<file path="src/hdl/pcc_pkg.sv">
// pcc_pkg: shared types and constants for the polar/cartesian CORDIC converter.
// Holds the per-stage arctangent table, gain constants and request control struct.
// No dependencies.
`timescale 1ns / 1ps

package pcc_pkg;

    // opcode values
    localparam logic OP_TO_CART  = 1'b0;
    localparam logic OP_TO_POLAR = 1'b1;

    // coordinates carry this many fraction bits through the stages
    localparam int FRAC_BITS = 14;

    // gain 0.6072529350 in Q30, split into high and low 15-bit halves
    localparam logic [14:0] GAIN_HI = 15'd19898;
    localparam logic [14:0] GAIN_LO = 15'd15210;

    // half turn in the 32-bit angle unit
    localparam logic [31:0] HALF_TURN = 32'h8000_0000;

    // atan(2^-i), 2^32 units per full turn, rounded
    localparam logic [31:0] ATAN_TABLE [32] = '{
        32'd536870912, 32'd316933406, 32'd167458907, 32'd85004756,
        32'd42667331,  32'd21354465,  32'd10679838,  32'd5340245,
        32'd2670163,   32'd1335087,   32'd667544,    32'd333772,
        32'd166886,    32'd83443,     32'd41722,     32'd20861,
        32'd10430,     32'd5215,      32'd2608,      32'd1304,
        32'd652,       32'd326,       32'd163,       32'd81,
        32'd41,        32'd20,        32'd10,        32'd5,
        32'd3,         32'd1,         32'd1,         32'd0
    };

    // control that travels with each request down the pipeline
    typedef struct packed {
        logic vec;     // 1: vectoring (cartesian to polar), 0: rotation
        logic origin;  // cartesian input was the origin
    } t_ctrl;

endpackage

</file>
<file path="src/hdl/pcc_cell.sv">
// pcc_cell: one circular CORDIC micro-rotation, registered, with its own valid.
// Serves both rotation and vectoring mode; STAGE selects shift and angle step.
// Depends on pcc_pkg.
`timescale 1ns / 1ps

module pcc_cell
    import pcc_pkg::*;
#(
    parameter int DW    = 33,
    parameter int STAGE = 0
) (
    input  logic                 i_clk,
    input  logic                 i_rst_n,
    input  logic                 i_valid,
    input  t_ctrl                i_ctrl,
    input  logic signed [DW-1:0] i_x,
    input  logic signed [DW-1:0] i_y,
    input  logic        [31:0]   i_z,
    input  logic                 i_ready,
    output logic                 o_ready,
    output logic                 o_valid,
    output t_ctrl                o_ctrl,
    output logic signed [DW-1:0] o_x,
    output logic signed [DW-1:0] o_y,
    output logic        [31:0]   o_z
);

    localparam logic [31:0] STEP = ATAN_TABLE[STAGE];

    logic                 r_valid;
    t_ctrl                r_ctrl;
    logic signed [DW-1:0] r_x, r_y, n_x, n_y;
    logic        [31:0]   r_z, n_z;
    logic signed [DW-1:0] xs, ys;
    logic                 ccw;

    always_comb begin
        xs  = i_x >>> STAGE;
        ys  = i_y >>> STAGE;
        // vectoring drives y to zero, rotation drives z to zero
        ccw = i_ctrl.vec ? i_y[DW-1] : ~i_z[31];
        if (ccw) begin
            n_x = i_x - ys;
            n_y = i_y + xs;
            n_z = i_z - STEP;
        end else begin
            n_x = i_x + ys;
            n_y = i_y - xs;
            n_z = i_z + STEP;
        end
    end

    assign o_ready = !r_valid || i_ready;

    always_ff @(posedge i_clk) begin
        if (!i_rst_n) begin
            r_valid <= 1'b0;
        end else if (o_ready) begin
            r_valid <= i_valid;
        end
    end

    always_ff @(posedge i_clk) begin
        if (o_ready) begin
            r_ctrl <= i_ctrl;
            r_x    <= n_x;
            r_y    <= n_y;
            r_z    <= n_z;
        end
    end

    assign o_valid = r_valid;
    assign o_ctrl  = r_ctrl;
    assign o_x     = r_x;
    assign o_y     = r_y;
    assign o_z     = r_z;

endmodule

</file>
<file path="config.mk">
export PLATFORM = sky130hd
export DESIGN_NAME = pcc_cell
export DESIGN_NICKNAME = d
export VERILOG_FILES = /design/src/hdl/pcc_pkg.sv /design/src/hdl/pcc_cell.sv
export SDC_FILE = /design/constraint.sdc
export NUM_CORES = 1
export LEC_CHECK = 0
export BUFFER_PORTS_ARGS = -buffer_cell sky130_fd_sc_hd__buf_2
export CAP_MARGIN = 20
export CORE_MARGIN = 1
export CORE_UTILIZATION = 55
export DETAILED_ROUTE_END_ITERATION = 6
export GPL_TIMING_DRIVEN = 1
export PLACE_DENSITY = 0.93
export SYNTH_ARGS = -nofsm -noshare
export SYNTH_HDL_FRONTEND = slang
export SYNTH_SLANG_ARGS = --single-unit
</file>
<file path="constraint.sdc">
create_clock -name i_clk -period 6 [get_ports i_clk]
set_clock_uncertainty 0.15 [all_clocks]
set_input_delay 1.2 -clock i_clk [delete_from_list [all_inputs] [get_ports i_clk]]
set_output_delay 1.2 -clock i_clk [all_outputs]
set_load 0.01 [all_outputs]
</file>
==> results by group <==
Logic synthesis
  – Top cells by area in the synthesized netlist: sky130_fd_sc_hd__edfxtp_1 (35%), sky130_fd_sc_hd__ha_1 (14%), sky130_fd_sc_hd__a21oi_1 (6.6%)
  – Top-count cell post-synth: sky130_fd_sc_hd__a21oi_1
  – Synth Cell Area: 0.00852 mm2
  – Predominant post-synthesis flop cell: sky130_fd_sc_hd__edfxtp_1
  – Post-synthesis sequential area ratio: 0.351
  – Area share of the largest cell type after synthesis: 0.349
  – Number of nets produced by synthesis: 1156
  – Mean Syn Cell Area: 8.95 um2
  – FFs w/ async S/R, synth: 0
  – Netlist cell types: 63
  – Gate count of the mapped netlist: 952
  – Yosys top cell by area: sky130_fd_sc_hd__edfxtp_1
  – Count of warnings emitted by yosys: 0
  – Number of enable-type register cells in the synthesized netlist: 99
  – Cell types with the highest counts after synthesis: sky130_fd_sc_hd__a21oi_1 (112), sky130_fd_sc_hd__edfxtp_1 (99), sky130_fd_sc_hd__ha_1 (96), sky130_fd_sc_hd__inv_1 (95), sky130_fd_sc_hd__o21ai_0 (73)
  – Flop and latch count out of synthesis: 100

Clocking
  – Clock tree from TritonCTS: done
  – Clock Latency Late Sink: 360 ps
  – # resized after CTS: 0
  – Setup repair bufs after CTS: 0
  – TritonCTS Sinks: 100
  – CTS H-Tree Depth: 3
  – Clock root buffer master: sky130_fd_sc_hd__clkbuf_16
  – CTS clock-pin slew for the worst setup and hold paths: 70 ps
  – Number of buffers created by CTS: 9
  – # hold bufs at CTS: 0
  – Max Buffers Root-to-Sink: 2

Setup path
  – Endpoint class of the critical path: flop
  – Startpoint kind of the worst setup timing path: input port
  – Arrival time at the worst endpoint: 4340 ps
  – Category of the most critical setup path: input port to flop
  – Critical path required time: 5950 ps
  – Max FO, Critical Path: 17

STA
  – Setup violations, final: 0
  – Final Max Slew Viols: 0
  – Upper clock frequency limit: 0.228 GHz
  – Final min period: 4390 ps
  – Count of final hold-check violations: 0
  – Unrepaired setup endpoints after global routing: false
  – Share of the cycle needed by the critical path after routing: 0.732
  – Normalized max-slew margin: 0.433
  – Actual transition at the worst max-transition pin: 850 ps
  – Fin Setup TNS: 0 ps

Final layout
  – Area added between synthesis and finish: 16.9%
  – Number of inserted diodes: 0
  – Post-route insts no fill: 1322
  – Net count of the finished layout: 1333
  – Proportion of layout cells with a drive suffix above 1: 0.207
  – Number of filler instances in the final layout: 1258

Drt
  – Drt via density: 6.05
  – Average detailed-routed wire length per instance: 18.9 um
  – DRC violation count after routing: 2
  – Routed via count: 7999
  – Detail Route Antenna Nets: 0
  – Iteration-0 DRC Markers: 1002
  – Total routed wirelength: 25000 um
  – DR pass1 iterations: 7

Die
  – Cell row count: 45
  – Overall die width: 126 um
  – Initial Utilization: 0.562
  – Vertical extent of the die: 126 um
  – Area enclosed by the die boundary: 0.0160 mm2
  – Floorplan core area: 0.0151 mm2
  – IO Pins: 206

Global route
  – Combined global-route utilization of all metal layers: 0.310
  – Antenna violations before repair: 0
  – Pin count of the biggest net entering global routing: 71
  – Gr ovfl total: 0
  – Wire length of the first global-routing pass: 38700 um
  – Vias in the first global route: 7462

Place
  – Final weighted congestion of routability-driven global placement: 0.972
  – Count of port buffers added during placement: 205
  – Cell total after placement: 1306
  – Final HPWL from detailed placement: 19300 um

Power and ir drop
  – Reported leakage power: 4.55 nW
  – Worst vdd ir: 166 uV
  – Pwr dens: 248 mW/mm2
  – Overall Power: 0.00247 W

Status
  – Status: complete, but fails checks
  – Violations in the final reports: DRC

Min path
  – Worst hold path type: flop to flop

Job
  – Count of max-cap constraint violations: 0
-- stage by stage --
step / cell area (um2) / util / setup WS, ps / hold WS, ps
floorplan: 8520 / - / 965 / 1150
global placement: 9650 / 0.637 / 1300 / 766
detailed placement: 9650 / 0.637 / 1300 / 808
CTS: 9950 / 0.657 / 1650 / 823
global route: 9950 / 0.657 / 1250 / 848
finish: 9950 / 0.657 / 1610 / 807
-- logic make-up after synthesis --
kind of cell / Yosys count / synth area share
compound gates: 321 / 0.232
simple gates: 214 / 0.122
buf+inv: 141 / 0.0642
fa+ha+maj: 100 / 0.150
flops: 100 / 0.351
xor+xnor: 64 / 0.0658
mux: 12 / 0.0141
-- worst max-delay path, cell delays in order --
cell and delay [ps]:
sky130_fd_sc_hd__buf_2 100, sky130_fd_sc_hd__inv_1 40, sky130_fd_sc_hd__ha_1 640, sky130_fd_sc_hd__a21oi_1 250, sky130_fd_sc_hd__o21ai_0 420, sky130_fd_sc_hd__nor2_1 120, sky130_fd_sc_hd__o21ai_0 190, sky130_fd_sc_hd__a21oi_1 110
sky130_fd_sc_hd__a2111oi_0 660, sky130_fd_sc_hd__o21bai_1 170, sky130_fd_sc_hd__a31oi_1 320, sky130_fd_sc_hd__xor2_1 110
-- sequential cells by signal, summed over array words and instances (netlist names) --
register  cells
o_z          32
o_y          33
o_valid       1
o_ctrl        2
o_x          32
-- cells in the final DEF (no fill, tap or decap), types with 5 or more instances in the layout --
master and count:
sky130_fd_sc_hd__a211o_1 6, sky130_fd_sc_hd__a211oi_1 7, sky130_fd_sc_hd__a21o_1 20, sky130_fd_sc_hd__a21oi_1 112, sky130_fd_sc_hd__a31oi_1 8, sky130_fd_sc_hd__buf_2 205
sky130_fd_sc_hd__clkbuf_16 9, sky130_fd_sc_hd__edfxtp_1 99, sky130_fd_sc_hd__ha_1 96, sky130_fd_sc_hd__inv_1 95, sky130_fd_sc_hd__mux2i_1 11, sky130_fd_sc_hd__nand2_1 49
sky130_fd_sc_hd__nand2b_1 7, sky130_fd_sc_hd__nand3_1 10, sky130_fd_sc_hd__nand4_1 16, sky130_fd_sc_hd__nor2_1 71, sky130_fd_sc_hd__nor2b_1 15, sky130_fd_sc_hd__nor3_1 11
sky130_fd_sc_hd__nor4_1 11, sky130_fd_sc_hd__o211ai_1 9, sky130_fd_sc_hd__o21a_1 10, sky130_fd_sc_hd__o21ai_0 73, sky130_fd_sc_hd__o21bai_1 21, sky130_fd_sc_hd__o31ai_1 15
sky130_fd_sc_hd__or2_2 5, sky130_fd_sc_hd__xnor2_1 55, sky130_fd_sc_hd__xor2_1 9
-- metal layers --
metal  track usage  up-vias  routed length [um]
li1              -     3762                   -
met1         0.404     3727               10400
met3        0.0472       71                2080
met2         0.517      439               11700
met5             0        -                   0
met4         0.125        0                 860
-- layout make-up --
type,instances,area [um2],area share
Clock buffer,10,229,0.0230
Clock inverter,6,75.1,0.00754
Inverter,98,368,0.0370
Multi-Input combinational cell,711,5000,0.502
Sequential cell,100,2990,0.301
Tap cell,188,235,0.0236
Timing Repair Buffer,209,1060,0.106
-- worst paths after layout --
check,start,to,slack (ps),cells after the start
worst max-delay path,i_x[14],o_y[29],1610,12
worst max register to register,o_valid,o_x[21],3930,2
worst min-delay path,o_valid,o_z[4],810,1
worst min register to register,o_valid,o_z[4],810,1
-- power breakdown --
group / switching [W] / total, W / internal, W / leakage, nW
sequential: 0.0000375 / 0.000966 / 0.000928 / 1.03
clock: 0.000290 / 0.000621 / 0.000331 / 0.146
combinational: 0.000546 / 0.000885 / 0.000339 / 3.37
total: 0.000873 / 0.00247 / 0.00160 / 4.55
(Power assumes the default switching activity.)
