===== src/hdl/pcc_pkg.sv =====
// pcc_pkg: shared types and constants for the polar/cartesian CORDIC converter.
// Holds the per-stage arctangent table, gain constants and request control struct.
// No dependencies.
`timescale 1ns / 1ps

package pcc_pkg;

    // opcode values
    localparam logic OP_TO_CART  = 1'b0;
    localparam logic OP_TO_POLAR = 1'b1;

    // coordinates carry this many fraction bits through the stages
    localparam int FRAC_BITS = 14;

    // gain 0.6072529350 in Q30, split into high and low 15-bit halves
    localparam logic [14:0] GAIN_HI = 15'd19898;
    localparam logic [14:0] GAIN_LO = 15'd15210;

    // half turn in the 32-bit angle unit
    localparam logic [31:0] HALF_TURN = 32'h8000_0000;

    // atan(2^-i), 2^32 units per full turn, rounded
    localparam logic [31:0] ATAN_TABLE [32] = '{
        32'd536870912, 32'd316933406, 32'd167458907, 32'd85004756,
        32'd42667331,  32'd21354465,  32'd10679838,  32'd5340245,
        32'd2670163,   32'd1335087,   32'd667544,    32'd333772,
        32'd166886,    32'd83443,     32'd41722,     32'd20861,
        32'd10430,     32'd5215,      32'd2608,      32'd1304,
        32'd652,       32'd326,       32'd163,       32'd81,
        32'd41,        32'd20,        32'd10,        32'd5,
        32'd3,         32'd1,         32'd1,         32'd0
    };

    // control that travels with each request down the pipeline
    typedef struct packed {
        logic vec;     // 1: vectoring (cartesian to polar), 0: rotation
        logic origin;  // cartesian input was the origin
    } t_ctrl;

endpackage


===== src/hdl/pcc_comp.sv =====
// pcc_comp: gain compensation and result formatting, two registered stages.
// Stage one forms the gain products, stage two rounds, saturates and drives outputs.
// Depends on pcc_pkg.
`timescale 1ns / 1ps

module pcc_comp
    import pcc_pkg::*;
#(
    parameter int W  = 16,
    parameter int DW = 33
) (
    input  logic                 i_clk,
    input  logic                 i_rst_n,
    input  logic                 i_valid,
    input  t_ctrl                i_ctrl,
    input  logic signed [DW-1:0] i_x,
    input  logic signed [DW-1:0] i_y,
    input  logic        [31:0]   i_z,
    input  logic                 i_ready,
    output logic                 o_ready,
    output logic                 o_valid,
    output logic signed [W-1:0]  o_x,
    output logic signed [W-1:0]  o_y,
    output logic        [W-1:0]  o_magnitude,
    output logic signed [W-1:0]  o_angle
);

    localparam int MW = DW + 16;
    localparam logic signed [MW-1:0] GHI  = MW'(signed'({1'b0, GAIN_HI}));
    localparam logic signed [MW-1:0] GLO  = MW'(signed'({1'b0, GAIN_LO}));
    localparam logic signed [MW-1:0] RND  = MW'(1) <<< (FRAC_BITS + 14);
    localparam logic signed [MW-1:0] SMAX = (MW'(1) <<< (W - 1)) - MW'(1);
    localparam logic signed [MW-1:0] SMIN = -SMAX - MW'(1);
    localparam logic signed [MW-1:0] UMAX = (MW'(1) <<< W) - MW'(1);
    localparam logic        [31:0]   ZRND = (32'd1 << (32 - W)) >> 1;

    // stage one
    logic                 r_v1;
    t_ctrl                r_ctrl;
    logic signed [MW-1:0] r_phx, r_plx, r_phy, r_ply;
    logic        [31:0]   r_z;
    logic                 rdy1;

    // stage two (output register)
    logic                 r_v2;
    logic signed [W-1:0]  r_x, r_y, r_ang, n_x, n_y, n_ang;
    logic        [W-1:0]  r_mag, n_mag;
    logic                 rdy2;

    logic signed [MW-1:0] px, py, qx, qy;
    logic        [31:0]   zr;

    function automatic logic signed [W-1:0] sat_s(input logic signed [MW-1:0] v);
        logic signed [MW-1:0] c;
        begin
            if (v > SMAX) begin
                c = SMAX;
            end else if (v < SMIN) begin
                c = SMIN;
            end else begin
                c = v;
            end
            sat_s = c[W-1:0];
        end
    endfunction

    assign rdy2    = !r_v2 || i_ready;
    assign rdy1    = !r_v1 || rdy2;
    assign o_ready = rdy1;

    always_ff @(posedge i_clk) begin
        if (!i_rst_n) begin
            r_v1 <= 1'b0;
            r_v2 <= 1'b0;
        end else begin
            if (rdy1) begin
                r_v1 <= i_valid;
            end
            if (rdy2) begin
                r_v2 <= r_v1;
            end
        end
    end

    always_ff @(posedge i_clk) begin
        if (rdy1) begin
            r_ctrl <= i_ctrl;
            r_z    <= i_z;
            r_phx  <= MW'(i_x) * GHI;
            r_plx  <= MW'(i_x) * GLO;
            r_phy  <= MW'(i_y) * GHI;
            r_ply  <= MW'(i_y) * GLO;
        end
    end

    always_comb begin
        px = r_phx + (r_plx >>> 15) + RND;
        py = r_phy + (r_ply >>> 15) + RND;
        qx = px >>> (FRAC_BITS + 15);
        qy = py >>> (FRAC_BITS + 15);
        zr = r_z + ZRND;

        n_x   = '0;
        n_y   = '0;
        n_mag = '0;
        n_ang = '0;
        if (!r_ctrl.vec) begin
            n_x = sat_s(qx);
            n_y = sat_s(qy);
        end else if (!r_ctrl.origin) begin
            if (qx < 0) begin
                n_mag = '0;
            end else if (qx > UMAX) begin
                n_mag = '1;
            end else begin
                n_mag = qx[W-1:0];
            end
            n_ang = zr[31 -: W];
        end
    end

    always_ff @(posedge i_clk) begin
        if (rdy2) begin
            r_x   <= n_x;
            r_y   <= n_y;
            r_mag <= n_mag;
            r_ang <= n_ang;
        end
    end

    assign o_valid     = r_v2;
    assign o_x         = r_x;
    assign o_y         = r_y;
    assign o_magnitude = r_mag;
    assign o_angle     = r_ang;

endmodule


===== config.mk =====
export PLATFORM = sky130hd
export DESIGN_NAME = pcc_comp
export DESIGN_NICKNAME = d
export VERILOG_FILES = /design/src/hdl/pcc_pkg.sv /design/src/hdl/pcc_comp.sv
export SDC_FILE = /design/constraint.sdc
export NUM_CORES = 2
export LEC_CHECK = 0
export ABC_AREA = 0
export BUFFER_PORTS_ARGS = -buffer_cell sky130_fd_sc_hd__clkbuf_2
export CAP_MARGIN = 20
export CORE_ASPECT_RATIO = 0.75
export CORE_MARGIN = 2
export CORE_UTILIZATION = 55
export DETAILED_ROUTE_END_ITERATION = 12
export PLACE_DENSITY = 0.87
export RECOVER_POWER = 100
export SLEW_MARGIN = 20
export SYNTH_ARGS = -nofsm -noshare
export SYNTH_HDL_FRONTEND = slang
export SYNTH_SLANG_ARGS = --single-unit
export TNS_END_PERCENT = 20

===== constraint.sdc =====
create_clock -name i_clk -period 5.5 [get_ports i_clk]
set_input_delay 0 -clock i_clk [delete_from_list [all_inputs] [get_ports i_clk]]
set_output_delay 0 -clock i_clk [all_outputs]
set_load 0.005 [all_outputs]

==> results.ini <==
[layout]
seq_area_mm2 = 0.00734
final-instance-count-excl-fill = 6894
drive_above_1_share = 0.202
multi_input_comb_area_mm2 = 0.0369
fill_cells = 6243
layout.nets = 7405
syn2layout_area_growth_pct = 21.9

[floorplan]
std_cell_rows = 94
core_mm2 = 0.0873
dieArea_mm2 = 0.0901
die_y_um = 260
initial_core_util = 0.553
die_w_um = 346
num_io_pins = 170

[outcome]
violations = max-capacitance violations, max-slew violations
status = finished with violations

[placement]
place_inst = 6793
dp_hpwl_um = 117000
portBuffers = 154
routabilityCongestion = 0.983

[sta]
drv_slew = 238
clock_skew_ps = 25.7
finalCritPeriodShare = 0.997
tightest_slew_ps = 4460
period_minus_slack_ps = 5480
slew_headroom = -1.98
fmaxAchievable_mhz = 182
tns_ps = 0
rsz0062_at_grt = true
setup_violations = 0
finalHoldViolCount = 0

[clock_network]
root_buffer = clkbuf_16
worstSkewPairLatency_ps = 580
cts.path.max_buffers = 3
cts_sinks = 245
cts_tree = built
cts_made_buffers = 27
clk_pin_slew_ps = 80
h-tree-depth = 1

[drt]
dr.pass1.iters = 6
drc = 0
totalWireLength_um = 137000
drt-vias-per-instance = 5.41
vias = 37300
drtIter0Drc = 3168
ant_nets = 0
avgRoutedWirePerCell_um = 19.9

[critical_path]
worstSetupEndpointType = flop
arrival_ps = 5790
cp-start-kind = input pin
path_class = input pin to flop
cp_max_fo = 5
cp.required_ps = 5800

[global_route]
antenna_found_initial = 3
grt_pass1_wl_um = 210000
grt_max_degree = 181
grt_pass1_vias = 39300
globalRoute.totalOverflow = 0
track_usage = 0.298

[synthesis]
synth_xor_area_frac = 0.0508
syn_inst = 4749
synth_nets = 6432
synth-seq-cells = 245
synth-simple-area-share = 0.0498
synth_top_family_by_area = adder cells
synth_ff_type = edfxtp_1
synth_area_mm2 = 0.0482
synth_async_sr_flop_share = 0
synth.area.mux_share = 0.00130
yosysSeqAreaShare = 0.152
synth_cell_types = 81
avgSynthCellArea_um2 = 10.2
ys_warn_count = 0
synth_edf_count = 243
synth-compound-area-share = 0.0994
synth-adder-area-share = 0.533

[run]
maxCapViolCount = 2

[hold_path]
hold_class = input pin to flop

==> metal layers <==
| metal | up-vias | routed length [µm] | share of wire | global-route usage |
|---|---|---|---|---|
| met5 | - | 13 | 0.000095 | 0 |
| met4 | 2 | 4560 | 0.033 | 0.0830 |
| met3 | 290 | 12000 | 0.088 | 0.0741 |
| met2 | 1573 | 61500 | 0.45 | 0.468 |
| met1 | 18400 | 59200 | 0.43 | 0.412 |
| li1 | 17000 | - | - | - |
==> sequential cells by signal, summed over array words and instances, names as in the netlist <==
signal / count
o_angle: 16
o_valid: 1
r_v1: 1
o_x: 16
o_magnitude: 16
o_y: 16
r_phx: 45
r_ctrl: 2
r_phy: 45
r_z: 17
r_plx: 35
r_ply: 35
==> worst max-delay path, stage by stage <==
cell	delay, ps
buf_2	160
buf_4	180
ha_1	300
xor2_1	170
ha_1	370
fa_1	510
fa_1	540
fa_1	520
inv_1	50
fa_1	490
inv_1	60
ha_1	360
nand3_2	150
nor2_4	150
buf_4	110
nand3_1	90
o221a_4	240
buf_4	140
a21o_1	200
a21oi_2	200
a21oi_1	110
nand2b_1	180
o211ai_1	200
a21oi_1	110
xnor2_1	170
==> final timing paths <==
path	from	depth (start not counted)	slack [ps]	end
setup / recovery	i_y[8]	25	20	r_phy[35]
hold / removal	i_x[0]	4	100	r_plx[3]
setup reg to reg	r_phx[5]	14	670	o_x[12]
hold reg to reg	r_z[26]	2	630	o_angle[10]
==> metrics by stage <==
| stage | hold slack, ps | utilization | instance area [µm²] | setup slack, ps |
|---|---|---|---|---|
| 2_1_floorplan | 98.9 | - | 48300 | -65.2 |
| 3_3_place_gp | 180 | 0.644 | 56200 | -619 |
| 3_5_place_dp | 179 | 0.644 | 56200 | -817 |
| 4_1_cts | 89.0 | 0.658 | 57400 | -47.0 |
| 5_1_grt | 130 | 0.674 | 58800 | -122 |
| 6_report | 102 | 0.674 | 58800 | 16.0 |
==> timing repair <==
item,in CTS,in global routing
cloned,0,0
pin swaps,6,109
setup buffers,3,20
resized for setup,19,292
hold endpoints to repair,33,0
endpoints found under the setup margin,17,60
hold buffers,29,0
==> cell type report <==
| cell class | instances | area share |
|---|---|---|
| antenna | 2 | 0.0000851 |
| clock buffer | 33 | 0.0119 |
| clock inverter | 14 | 0.00206 |
| inverter | 1410 | 0.0900 |
| multi-input combinational | 3060 | 0.627 |
| sequential | 245 | 0.125 |
| tap | 1152 | 0.0245 |
| timing repair buffer | 978 | 0.120 |
==> layout by cell type (no fill, tap or decap), types with 28 or more instances in the layout <==
cell type      instances
clkbuf_2              62
xnor2_1              139
edfxtp_1             243
nand4_1               35
inv_1               1401
nor2_1               122
clkbuf_1              77
dlygate4sd3_1         28
ha_1                 701
nand2_1              101
xor2_1               134
a21o_1               154
nand3_1               45
fa_1                 775
ha_4                  66
o21ai_0               92
nor2b_1               33
a21oi_1              198
buf_4                777
==> cell families after synthesis <==
kind of cell,Yosys count
AND/OR/NAND/NOR,480
buffers and inverters,1444
AO/OA/AOI/OAI,716
XOR/XNOR,279
multiplexers,6
flip-flops,245
adder cells (fa/ha/maj),1579
==> synth_stat cells, types with 5 or more instances <==
| master | n | area (µm²) |
|---|---|---|
| buf_2 | 5 | 25.0 |
| and4_1 | 13 | 114 |
| nand4_1 | 35 | 219 |
| o31ai_1 | 12 | 90.1 |
| or3_1 | 10 | 62.6 |
| nand2b_1 | 21 | 131 |
| a41oi_1 | 9 | 78.8 |
| fa_1 | 796 | 15900 |
| a311oi_1 | 6 | 52.6 |
| nor3b_1 | 6 | 45.0 |
| xnor2_1 | 139 | 1220 |
| a21o_2 | 14 | 123 |
| and3_1 | 27 | 169 |
| nand3_1 | 47 | 235 |
| inv_1 | 1410 | 5290 |
| o21a_1 | 21 | 158 |
| o211ai_1 | 11 | 82.6 |
| nor3_1 | 22 | 110 |
| nand2_1 | 105 | 394 |
| nor2b_1 | 34 | 213 |
| a31oi_1 | 18 | 113 |
| a211o_1 | 8 | 70.1 |
| a21oi_1 | 217 | 1090 |
| o21ai_0 | 109 | 546 |
| nor2_1 | 125 | 469 |
| or2_2 | 7 | 43.8 |
| xor2_1 | 139 | 1220 |
| edfxtp_1 | 243 | 7300 |
| a22oi_1 | 11 | 82.6 |
| o21bai_1 | 28 | 210 |
| and2_1 | 15 | 93.8 |
| clkbuf_1 | 23 | 86.3 |
| a211oi_1 | 24 | 180 |
| a2111oi_0 | 8 | 70.1 |
| a21o_1 | 154 | 1160 |
| ha_1 | 783 | 9800 |
Power is not shown: default switching activity piles up to over one toggle a cycle in this logic, so the estimate is an artifact.
