## src/hdl/pcc_pkg.sv

```systemverilog
// pcc_pkg: shared types and constants for the polar/cartesian CORDIC converter.
// Holds the per-stage arctangent table, gain constants and request control struct.
// No dependencies.
`timescale 1ns / 1ps

package pcc_pkg;

    // opcode values
    localparam logic OP_TO_CART  = 1'b0;
    localparam logic OP_TO_POLAR = 1'b1;

    // coordinates carry this many fraction bits through the stages
    localparam int FRAC_BITS = 14;

    // gain 0.6072529350 in Q30, split into high and low 15-bit halves
    localparam logic [14:0] GAIN_HI = 15'd19898;
    localparam logic [14:0] GAIN_LO = 15'd15210;

    // half turn in the 32-bit angle unit
    localparam logic [31:0] HALF_TURN = 32'h8000_0000;

    // atan(2^-i), 2^32 units per full turn, rounded
    localparam logic [31:0] ATAN_TABLE [32] = '{
        32'd536870912, 32'd316933406, 32'd167458907, 32'd85004756,
        32'd42667331,  32'd21354465,  32'd10679838,  32'd5340245,
        32'd2670163,   32'd1335087,   32'd667544,    32'd333772,
        32'd166886,    32'd83443,     32'd41722,     32'd20861,
        32'd10430,     32'd5215,      32'd2608,      32'd1304,
        32'd652,       32'd326,       32'd163,       32'd81,
        32'd41,        32'd20,        32'd10,        32'd5,
        32'd3,         32'd1,         32'd1,         32'd0
    };

    // control that travels with each request down the pipeline
    typedef struct packed {
        logic vec;     // 1: vectoring (cartesian to polar), 0: rotation
        logic origin;  // cartesian input was the origin
    } t_ctrl;

endpackage

```

## src/hdl/pcc_prep.sv

```systemverilog
// pcc_prep: front-end stage of the converter; registers a request and folds the
// vector into the right half plane before the CORDIC cells.
// Depends on pcc_pkg.
`timescale 1ns / 1ps

module pcc_prep
    import pcc_pkg::*;
#(
    parameter int W  = 16,
    parameter int DW = 33
) (
    input  logic                 i_clk,
    input  logic                 i_rst_n,
    input  logic                 i_valid,
    input  logic                 i_opcode,
    input  logic signed [W-1:0]  i_coord_x,
    input  logic signed [W-1:0]  i_coord_y,
    input  logic        [W-2:0]  i_magnitude,
    input  logic signed [W-1:0]  i_angle,
    input  logic                 i_ready,
    output logic                 o_ready,
    output logic                 o_valid,
    output t_ctrl                o_ctrl,
    output logic signed [DW-1:0] o_x,
    output logic signed [DW-1:0] o_y,
    output logic        [31:0]   o_z
);

    localparam int UP = 32 - W;

    logic                 r_valid;
    t_ctrl                r_ctrl;
    t_ctrl                n_ctrl;
    logic signed [DW-1:0] r_x, r_y, n_x, n_y;
    logic        [31:0]   r_z, n_z;

    logic signed [DW-1:0] rx, cx, cy;
    logic        [31:0]   za;
    logic                 quad;

    always_comb begin
        rx   = DW'(signed'({1'b0, i_magnitude}));
        cx   = DW'(i_coord_x);
        cy   = DW'(i_coord_y);
        za   = 32'(i_angle) << UP;
        quad = za[31] ^ za[30];

        n_ctrl.vec    = (i_opcode == OP_TO_POLAR);
        n_ctrl.origin = (i_coord_x == '0) && (i_coord_y == '0);

        if (i_opcode == OP_TO_POLAR) begin
            // turn by pi when x is negative
            if (i_coord_x[W-1]) begin
                n_x = (-cx) <<< FRAC_BITS;
                n_y = (-cy) <<< FRAC_BITS;
                n_z = HALF_TURN;
            end else begin
                n_x = cx <<< FRAC_BITS;
                n_y = cy <<< FRAC_BITS;
                n_z = '0;
            end
        end else begin
            // turn by pi when the angle lies beyond a quarter turn
            n_y = '0;
            if (quad) begin
                n_x = (-rx) <<< FRAC_BITS;
                n_z = za + HALF_TURN;
            end else begin
                n_x = rx <<< FRAC_BITS;
                n_z = za;
            end
        end
    end

    assign o_ready = !r_valid || i_ready;

    always_ff @(posedge i_clk) begin
        if (!i_rst_n) begin
            r_valid <= 1'b0;
        end else if (o_ready) begin
            r_valid <= i_valid;
        end
    end

    always_ff @(posedge i_clk) begin
        if (o_ready) begin
            r_ctrl <= n_ctrl;
            r_x    <= n_x;
            r_y    <= n_y;
            r_z    <= n_z;
        end
    end

    assign o_valid = r_valid;
    assign o_ctrl  = r_ctrl;
    assign o_x     = r_x;
    assign o_y     = r_y;
    assign o_z     = r_z;

endmodule

```

## config.mk

```make
export PLATFORM = sky130hd
export DESIGN_NAME = pcc_prep
export DESIGN_NICKNAME = d
export VERILOG_FILES = /design/src/hdl/pcc_pkg.sv /design/src/hdl/pcc_prep.sv
export SDC_FILE = /design/constraint.sdc
export NUM_CORES = 1
export LEC_CHECK = 0
export ABC_AREA = 0
export CAP_MARGIN = 20
export CORE_MARGIN = 2
export CORE_UTILIZATION = 42
export DETAILED_ROUTE_END_ITERATION = 8
export DONT_BUFFER_PORTS = 1
export PLACE_DENSITY = 0.58
export SYNTH_ARGS = -nofsm -noshare
export SYNTH_HDL_FRONTEND = slang
export SYNTH_SLANG_ARGS = --single-unit
export TNS_END_PERCENT = 50
```

## constraint.sdc

```tcl
create_clock -name i_clk -period 6.7 [get_ports i_clk]
set_clock_uncertainty 0.2 [all_clocks]
set_input_delay 1.34 -clock i_clk [delete_from_list [all_inputs] [get_ports i_clk]]
set_output_delay 1.34 -clock i_clk [all_outputs]
set_load 0.05 [all_outputs]
```

==> results.md, run 1 <==
- Sink Count: 57
- Placed Cells: 410
- Clk buf depth: 2
- Die width: 96.2 um
- Element type at the critical path start: input port
- Grt peak-use layer: met2
- Core area: between 8000 and 9000 um^2
- 1st-iter DRT viols: 95
- Cell-internal power: 0.646 mW
- Critical Path Fanout Max: 58
- Hpwl dp: 5430 um
- Diode count: 0
- Post_cts resized: 0
- DRT antenna net count: 0
- Avg Inst Size Synth: 11.1 um^2
- NetSw: approximately 0.37 mW
- Status: finished, final reports clean
- Synth warn: 0
- Flop pwr share: 0.572
- DR WL/cell: 17.5 um
- Leakage: around 1.4 nW
- CP max stage delay: 700 ps
- Die area: 9260 um^2
- GRT Util Overall: 0.153
- Initial Utilization: 0.435
- WP buf/inv: 0
- Met2 usage: 0.242
- RePlAce Congestion: 0.714
- Port Buffers: 0
- Post-synth EDFFs: 56
- Post-synthesis sequential area ratio: 0.476
- Synth-to-layout area growth: 2.07%
- Hold_ws: 914 ps
- Tmin final: 3590 ps
- Crit path max-delay cell type: nand2b_4
- Top delay family on crit path: simple AND/OR/NAND/NOR gates
- DR vias: 2264
- Clock slew at reported path FFs: 60 ps
- Rows: 33
- CTS buffer count: 9
- Layout net count: about 390
- Worst reg2reg setup slack: 4730 ps
- Setup Viol. Count Final: 0
- Worst vdd ir: 0.0811 mV
- Sequence of cells on the critical path: nand2b_4
- GR Layer Usage met3: 0.0736
- Setup CP Type: input port to output port
- Post-Route WL: 7430 um
- Share of cells above drive strength 1: 0.0875
- Via count of the first global-routing pass: around 1900
- H-tree depth: 3
- DR pass1 iterations: 4
- Largest net degree at the start of global routing: 59
- Num ports: 170
- Yosys reg bits: 57
- Fmax: about 280 MHz
- Root buf cell: clkbuf_8
- Sw Ratio: 0.366
- Comb power frac: 0.139
- Hold Path Class: input port to flop
- Worst path required time: 5160 ps
- Hold buffers post-CTS: 0
- CP endpoint kind: output port
- Top FF cell, synth: edfxtp_1
- CP arrival: approximately 2100 ps
- Pre-CTS WS: roughly 3100 ps
- Final period util: 0.535
- Sum Neg Setup Slack: 0 ps
- Die height: 96.2 um
- Clk network pwr share: 0.289
- Slew HR: 0.276
- Initial antenna violation count: 0
- Setup ws final: 3110 ps
- Final Hold Vio Count: 0
- TritonCTS clock tree: done
- Worst slew pin tran: 1080 ps
- Final Non-Filler Cells: 425
- Clk Latency, worst-skew pair: 320 ps
- Unrepaired setup endpoints after global routing: no
- Synthesized area: about 3600 um^2
- Cell area power density: between 200 and 300 nW/um^2
- MaxCap Viol Count: 0
- Met1 Usage GRT: 0.183
- Cell count after synthesis: 323
- DRC: 0
- Remaining Overflow, GRT: 0
- Asr flop ratio synth: 0
- Vias per cell: around 5.3
- Number of distinct library cells after synthesis: 49
- Postcts setup bufs: 0
- Slew Limit Fails: 0
- First-pass GRT wire length: 10300 um
==> flip-flops by register name, indices dropped and copies added, names as in the netlist <==
| register | cells |
|---|---|
| o_valid | 1 |
| o_ctrl | 2 |
| o_x | 19 |
| o_z | 16 |
| o_y | 19 |
==> cells in the final DEF (no fill, tap or decap), types with 2 or more instances in the layout <==
cell type | Yosys | routed
a21boi_0 | 2 | 2
a21oi_1 | 5 | 5
a31oi_1 | 4 | 4
a41oi_1 | 4 | 4
clkbuf_8 | 0 | 9
clkinv_1 | 0 | 2
clkinv_2 | 0 | 2
conb_1 | 1 | 44
edfxtp_1 | 56 | 56
ha_1 | 3 | 3
inv_1 | 11 | 11
mux2i_1 | 12 | 12
nand2_1 | 7 | 7
nand3_1 | 3 | 3
nor2_1 | 30 | 30
nor2b_1 | 17 | 17
nor3_1 | 9 | 9
nor4_1 | 3 | 3
o211a_1 | 2 | 2
o21a_1 | 4 | 4
o21ai_0 | 6 | 6
o31ai_1 | 9 | 9
o41ai_1 | 4 | 4
o41ai_2 | 5 | 5
or2_2 | 2 | 2
or4_1 | 5 | 5
or4_4 | 2 | 2
xnor2_1 | 14 | 14
xor2_1 | 24 | 24
==> synthesized netlist by cell type, types with 2 or more instances <==
library cell / number / area, um^2
edfxtp_1: 56 / 1680
a21oi_1: 5 / 25.0
nor3_1: 9 / 45.0
o21a_1: 4 / 30.0
inv_1: 11 / 41.3
a31oi_1: 4 / 25.0
nand2_1: 7 / 26.3
nor2b_1: 17 / 106
mux2i_1: 12 / 120
or4_1: 5 / 37.5
o21ai_0: 6 / 30.0
buf_4: 44 / 330
nor4_1: 3 / 18.8
buf_2: 2 / 10.0
o211a_1: 2 / 20.0
o41ai_2: 5 / 81.3
xor2_1: 24 / 210
a21boi_0: 2 / 15.0
nor2_1: 30 / 113
clkbuf_1: 13 / 48.8
or2_2: 2 / 12.5
o31ai_1: 9 / 67.6
ha_1: 3 / 37.5
xnor2_1: 14 / 123
a41oi_1: 4 / 35.0
o41ai_1: 4 / 35.0
nand3_1: 3 / 15.0
or4_4: 2 / 22.5
==> per-stage QoR <==
step                      total power, mW  instance area, um^2  utilization
after floorplan                     0.738                 3730            -
after global placement              0.732                 3470        0.422
after detailed placement            0.734                 3470        0.422
after CTS                            1.03                 3650        0.444
after global routing                 1.06                 3650        0.444
final                                1.02                 3650        0.444
==> per-layer routing <==
layer	wire [um]	part of all wire
met1	3000	0.40
met2	3390	0.46
met5	0	0
met4	86	0.012
met3	956	0.13
==> cell families (layout without fill, tap and decap cells) <==
group | after synthesis | in the layout | share of synthesized area
AOI/OAI and AO/OA | 53 | 53 | 0.127
adders and majority gates | 3 | 3 | 0.0105
muxes | 12 | 12 | 0.0336
and+or+nand+nor | 86 | 86 | 0.132
buffers and inverters | 73 | 27 | 0.126
other | 1 | 44 | 0.00105
DFF | 57 | 57 | 0.476
xor gates and xnor gates | 38 | 38 | 0.0932
==> power by group through the flow <==
stage | combinational, mW | sequential (mW) | clock, mW
floorplan | 0.154 | 0.584 | 0
global placement | 0.141 | 0.591 | 0
detailed placement | 0.143 | 0.591 | 0
CTS | 0.143 | 0.584 | 0.302
global route | 0.154 | 0.588 | 0.322
finish | 0.142 | 0.583 | 0.294
==> path summary, 6_finish.rpt <==
kind,from,to,cells past startpoint
setup / recovery,i_ready,o_ready,1
setup reg to reg,o_valid,o_x[15],1
hold reg to reg,o_valid,o_valid,2
hold / removal,i_opcode,o_ctrl[1],0
==> cell type report <==
| cell class | count | area [um^2] |
|---|---|---|
| Timing Repair Buffer | 1 | 7.51 |
| Clock inverter | 5 | 47.5 |
| Inverter | 11 | 41.3 |
| Tap cell | 105 | 131 |
| Clock buffer | 10 | 128 |
| Multi-Input combinational cell | 236 | 1590 |
| Sequential cell | 57 | 1700 |
| Fill cell | 756 | 4570 |
Power figures use the tool's default switching activity.
==> run 2: changes to the inputs <==
--- a/config.mk
+++ b/config.mk
@@ -5,13 +5,13 @@
 export SDC_FILE = /design/constraint.sdc
 export NUM_CORES = 1
 export LEC_CHECK = 0
-export ABC_AREA = 0
+export ABC_AREA = 1
 export CAP_MARGIN = 20
 export CORE_MARGIN = 2
 export CORE_UTILIZATION = 42
 export DETAILED_ROUTE_END_ITERATION = 8
 export DONT_BUFFER_PORTS = 1
-export PLACE_DENSITY = 0.58
+export PLACE_DENSITY = 0.61
 export SYNTH_ARGS = -nofsm -noshare
 export SYNTH_HDL_FRONTEND = slang
 export SYNTH_SLANG_ARGS = --single-unit
==> constraint.sdc (replaced) <==
create_clock -name i_clk -period 2.9 [get_ports i_clk]
set_clock_uncertainty 0.2 [all_clocks]
set_input_delay 0.58 -clock i_clk [delete_from_list [all_inputs] [get_ports i_clk]]
set_output_delay 0.58 -clock i_clk [all_outputs]
set_load 0.05 [all_outputs]
==> results.md, run 2 <==
- Status: finished, final reports clean
- Number of distinct library cells after synthesis: 31 (-37%)
- CP max stage delay: 680 ps (-20 ps)
- Die area: 9830 um^2 (+6.1%)
- Hpwl dp: 6680 um (+23%)
- Asr flop ratio synth: 0 (unchanged)
- Crit path max-delay cell type: dfxtp_1
- WP buf/inv: 0 (unchanged)
- GRT Util Overall: 0.180 (+0.0269)
- Element type at the critical path start: flop
- Area leader, netlist: edfxtp_1
- CP arrival: 1440 ps (-610 ps)
- Yosys reg bits: 57 (unchanged)
- Sequence of cells on the critical path: nand2_4
- Setup CP Type: flop to output port
- MaxCap Viol Count: 0 (unchanged)
- Top FF cell, synth: edfxtp_1
- Slew HR: 0.563 (+0.286)
- Post-synthesis sequential area ratio: 0.448 (-0.0287)
- Synth warn: 0 (unchanged)
- Cell-internal power: 1.55 mW (+140%)
- Clk network pwr share: 0.325 (+0.036)
- Worst path required time: 2120 ps (-3040 ps)
- Final Hold Vio Count: 0 (unchanged)
- DR WL/cell: 14.7 um (-16%)
- Sink Count: 57 (unchanged)
- H-tree depth: 3 (unchanged)
- Core area: 8760 um^2 (+6.7%)
- Clk buf depth: 2 (unchanged)
- Critical Path Fanout Max: 23 (-60%)
- Sum Neg Setup Slack: 0 ps (unchanged)
- Postcts setup bufs: 0 (unchanged)
- Synth top area cells: edfxtp_1 (44%), nand2_1 (10%), buf_4 (9.1%)
- Vias per cell: 5.06 (-5.1%)
- Post-synth EDFFs: 56 (unchanged)
- Cell count after synthesis: 493 (+53%)
- DRC: 0 (unchanged)
- Slew Limit Fails: 0 (unchanged)
- DRT antenna net count: 0 (unchanged)
- CTS buffer count: 9 (unchanged)
- Sw Ratio: 0.365 (-0.000826)
- Leakage: 1.88 nW (+30%)
- Root buf cell: clkbuf_8
- Tmin final: 2220 ps
- Hold Path Class: input port to flop
- Final instance area: 3930 um^2 (+7.7%)
- Synthesized area: 3800 um^2 (+6.4%)
- RR Startpoint: o_valid
- Flop pwr share: 0.532 (-0.040)
- Cell area power density: 622 nW/um^2 (+120%)
- Clk Latency, worst-skew pair: 330 ps (about the same)
- FF-to-FF path depth: 2 (+1)
- Remaining Overflow, GRT: 0 (unchanged)
- NetSw: 0.891 mW (+140%)
- Most common cell after layout, fill and taps aside: nand2_1
- Final period util: 0.764
- Initial Utilization: 0.434 (-0.000997)
- Post-synth top area share: 0.442 (-0.0284)
- Avg Inst Size Synth: 7.71 um^2 (-30%)
- Worst Min Path Start: i_opcode
- Final Non-Filler Cells: 607 (+43%)
- Hold buffers post-CTS: 0 (unchanged)
- Unrepaired setup endpoints after global routing: no
- Worst slew pin tran: 655 ps (-422 ps)
- Levels on crit path: 1 (unchanged)
- Power, Total: 2.44 mW (+140%)
- Core Util, Final: 0.448 (+0.00415)
- Synth-to-layout area growth: 3.26%
- TritonCTS clock tree: done
- DR vias: 3069 (+36%)
- Port Buffers: 0 (unchanged)
- Worst vdd ir: 0.222 mV (+170%)
- CP endpoint kind: output port
- Comb power frac: 0.143 (+0.004)
- Fmax: between 400 and 500 MHz
- Setup Viol. Count Final: 0 (unchanged)
- Share of cells above drive strength 1: 0.0661 (-0.0214)
- Placed Cells: 591 (+44%)
- DP Area: 3720 um^2 (+7.1%)
- Top delay family on crit path: flip-flops
- Clock slew at reported path FFs: 60 ps (about the same)
- Post-Route WL: 8900 um (+20%)
- Num ports: 170 (unchanged)
- Synth cell count leaders: nand2_1 (103), inv_1 (73), nor2_1 (61)
- Layout net count: 565 (+46%)
- First-pass GRT wire length: 13900 um (+35%)
- WHS Path Cells: 0 (unchanged)
- Die width: 99.1 um (+3.0%)
- CP Launch Point: o_valid
- 1st-iter DRT viols: 178 (+87%)
- Most frequent cell after synthesis: nand2_1
- Commonest cells after routing, fill and taps aside: nand2_1 (102), inv_1 (73), nor2_1 (61)
- RePlAce Congestion: 0.887 (+24%)
- Via count of the first global-routing pass: 2814 (+45%)
- Post_cts resized: 0 (unchanged)
- Largest net degree at the start of global routing: 50 (-15%)
- Die height: 99.1 um (+3.0%)
- Diode count: 0 (unchanged)
- Initial antenna violation count: 0 (unchanged)
- DR pass1 iterations: 5 (+1)
- Rows: 34 (+3.0%)
==> run 2: power groups by stage <==
stage	logic [mW]	registers, mW	clock network [mW]
3_5_place_dp	0.346	1.32	0
2_1_floorplan	0.365	1.30	0
6_report	0.349	1.30	0.793
5_1_grt	0.389	1.31	0.844
4_1_cts	0.347	1.30	0.810
3_3_place_gp	0.341	1.32	0
==> run 2: final cells by class <==
type,count,area (um^2)
tap,108,135
clock inverter,7,85.1
clock buffer,9,124
fill,888,4840
multi-input combinational,348,1580
inverter,75,282
sequential,57,1700
timing repair buffer,3,22.5
==> run 2: layer usage <==
metal	routed length, um	vias up	global-route usage
met2	4100	177	0.291
met3	727	19	0.0464
met4	259	0	0.0748
li1	-	1518	-
met1	3810	1355	0.230
met5	0	-	0
==> run 2: path summary, 6_finish.rpt <==
kind	endpoint	slack, ps
worst max-delay path	o_ready	680
worst min register to register	o_z[20]	1010
worst min-delay path	o_ctrl[1]	160
worst max register to register	o_x[22]	960
==> run 2: kinds of logic (layout without fill, tap and decap cells) <==
kind of cell	Yosys count	after routing	synth area share
buffers and inverters	131	94	0.182
and+or+nand+nor	235	235	0.264
AOI/OAI and AO/OA	66	66	0.0948
adders and majority gates	3	3	0.00988
other	1	44	0.000987
DFF	57	57	0.448
==> run 2: stage by stage <==
| step | setup WS (ps) | hold WS [ps] |
|---|---|---|
| 2_1_floorplan | 2.09 | 479 |
| 3_3_place_gp | 875 | 485 |
| 3_5_place_dp | 857 | 485 |
| 4_1_cts | 661 | 144 |
| 5_1_grt | 622 | 137 |
| 6_report | 683 | 157 |
==> run 3: changes to the inputs <==
--- a/config.mk
+++ b/config.mk
@@ -5,13 +5,13 @@
 export SDC_FILE = /design/constraint.sdc
 export NUM_CORES = 1
 export LEC_CHECK = 0
-export ABC_AREA = 1
+export ABC_AREA = 0
 export CAP_MARGIN = 20
 export CORE_MARGIN = 2
 export CORE_UTILIZATION = 42
 export DETAILED_ROUTE_END_ITERATION = 8
 export DONT_BUFFER_PORTS = 1
-export PLACE_DENSITY = 0.61
+export PLACE_DENSITY = 0.58
 export SYNTH_ARGS = -nofsm -noshare
 export SYNTH_HDL_FRONTEND = slang
 export SYNTH_SLANG_ARGS = --single-unit
==> constraint.sdc (replaced) <==
create_clock -name i_clk -period 2.3 [get_ports i_clk]
set_clock_uncertainty 0.2 [all_clocks]
set_input_delay 0.46 -clock i_clk [delete_from_list [all_inputs] [get_ports i_clk]]
set_output_delay 0.46 -clock i_clk [all_outputs]
set_load 0.05 [all_outputs]
==> results.md, run 3 (synthesis gave the netlist of run 1 again) <==
- Status: finished, final reports clean
- Die area: 9260 um^2 (-5.8%)
- Sum Neg Setup Slack: 0 ps (unchanged)
- Diode count: 0 (unchanged)
- Hold Path Class: input port to flop
- Element type at the critical path start: input port
- Via count of the first global-routing pass: 2093 (-26%)
- Die width: 96.2 um (-2.9%)
- CTS buffer count: 9 (unchanged)
- Post_cts resized: 0 (unchanged)
- Root buf cell: clkbuf_8
- Layout net count: 401 (-29%)
- DR pass1 iterations: 6 (+1)
- Num ports: 170 (unchanged)
- Final Non-Filler Cells: 440 (-28%)
- Slew HR: 0.651 (+0.0885)
- Setup CP Type: input port to flop
- Most common cell after layout, fill and taps aside: edfxtp_1
- Worst slew pin tran: 522 ps (-134 ps)
- Final Hold Vio Count: 0 (unchanged)
- Postcts setup bufs: 0 (unchanged)
- CP max stage delay: 560 ps (-120 ps)
- Clk buf depth: 2 (unchanged)
- Setup ws final: 300 ps (-383 ps)
- Core area: 8220 um^2 (-6.2%)
- Cell area power density: 807 nW/um^2 (+30%)
- Worst vdd ir: 0.315 mV (+42%)
- DRC: 0 (unchanged)
- Core Util, Final: 0.460 (+0.0117)
- CP endpoint kind: flop
- Synth-to-layout area growth: 5.71%
- TritonCTS clock tree: done
- Initial antenna violation count: 0 (unchanged)
- Clk Latency, worst-skew pair: 340 ps (about the same)
- Final instance area: 3780 um^2 (-3.8%)
- Clock slew at reported path FFs: 70 ps (about the same)
- Tmin final: 2000 ps
- Share of cells above drive strength 1: 0.131 (+0.0652)
- Setup Viol. Count Final: 0 (unchanged)
- Unrepaired setup endpoints after global routing: no
- 1st-iter DRT viols: 69 (-61%)
- Slew Limit Fails: 0 (unchanged)
- Die height: 96.2 um (-2.9%)
- Commonest cells after routing, fill and taps aside: edfxtp_1 (56), conb_1 (44), nor2_1 (30)
- DP Area: 3580 um^2 (-3.6%)
- Hpwl dp: 5770 um (-14%)
- WP buf/inv: 1 (+1)
- Largest net degree at the start of global routing: 45 (-10%)
- Placed Cells: 423 (-28%)
- Post-Route WL: 7970 um (-10%)
- Crit path max-delay cell type: or3b_2
- DRT antenna net count: 0 (unchanged)
- Initial Utilization: 0.435 (+0.000997)
- MaxCap Viol Count: 0 (unchanged)
- Final period util: 0.870
- First-pass GRT wire length: 11400 um (-18%)
- H-tree depth: 3 (unchanged)
- CP arrival: 1890 ps (+450 ps)
- Rows: 33 (-2.9%)
- Critical Path Fanout Max: 7 (-70%)
- Power, Total: 3.05 mW (+25%)
- Sequence of cells on the critical path: inv_1, ha_1, or3b_2, o41ai_1, xor2_1, nor2_1
- DR WL/cell: 18.1 um (+24%)
- GRT Util Overall: 0.168 (-0.0117)
- RePlAce Congestion: 0.757 (-15%)
- Top delay family on crit path: simple AND/OR/NAND/NOR gates
- Sink Count: 57 (unchanged)
- DR vias: 2326 (-24%)
- Remaining Overflow, GRT: 0 (unchanged)
- Port Buffers: 0 (unchanged)
- Worst path required time: 2190 ps (+70 ps)
- Hold buffers post-CTS: 0 (unchanged)
- Vias per cell: 5.29 (+4.6%)
- Pre-CTS WS: -52.7 ps (-910 ps)
- Fmax: 500 MHz
- Hold_ws: 52.9 ps (-104 ps)
- Leakage: 1.52 nW (-19%)
-- run 3: metal layers --
layer / share of wire / GRT usage
met5: 0 / 0
met4: 0.018 / 0.0702
met3: 0.12 / 0.0603
met2: 0.46 / 0.260
met1: 0.40 / 0.212
-- run 3: cell type report --
type,count,area (um^2)
clock buffers,9,124
multi-input cells,236,1590
clock inverters,7,61.3
inverters,11,41.3
flip-flops and latches,57,1700
well taps,105,131
fillers,763,4440
repair buffers,15,128
-- run 3: path summary, 6_finish.rpt --
kind	from	endpoint	slack (ps)	cells past startpoint
worst max register to register	o_valid	o_x[15]	960	2
worst min register to register	o_valid	o_y[21]	740	2
worst max-delay path	i_coord_y[0]	o_y[24]	300	6
worst min-delay path	i_valid	o_valid	50	2
-- run 3: worst register-to-register path: cells and delay by family (launching register included) --
kind | cells | cell delay [ps]
flops | 1 | 330
buf+inv | 1 | 280
simple gates | 1 | 190
-- run 3: where the power goes --
part / internal (mW) / switching, mW
Clock: 0.488 / 0.423
Combinational: 0.136 / 0.304
Sequential: 1.28 / 0.417
Total: 1.90 / 1.14
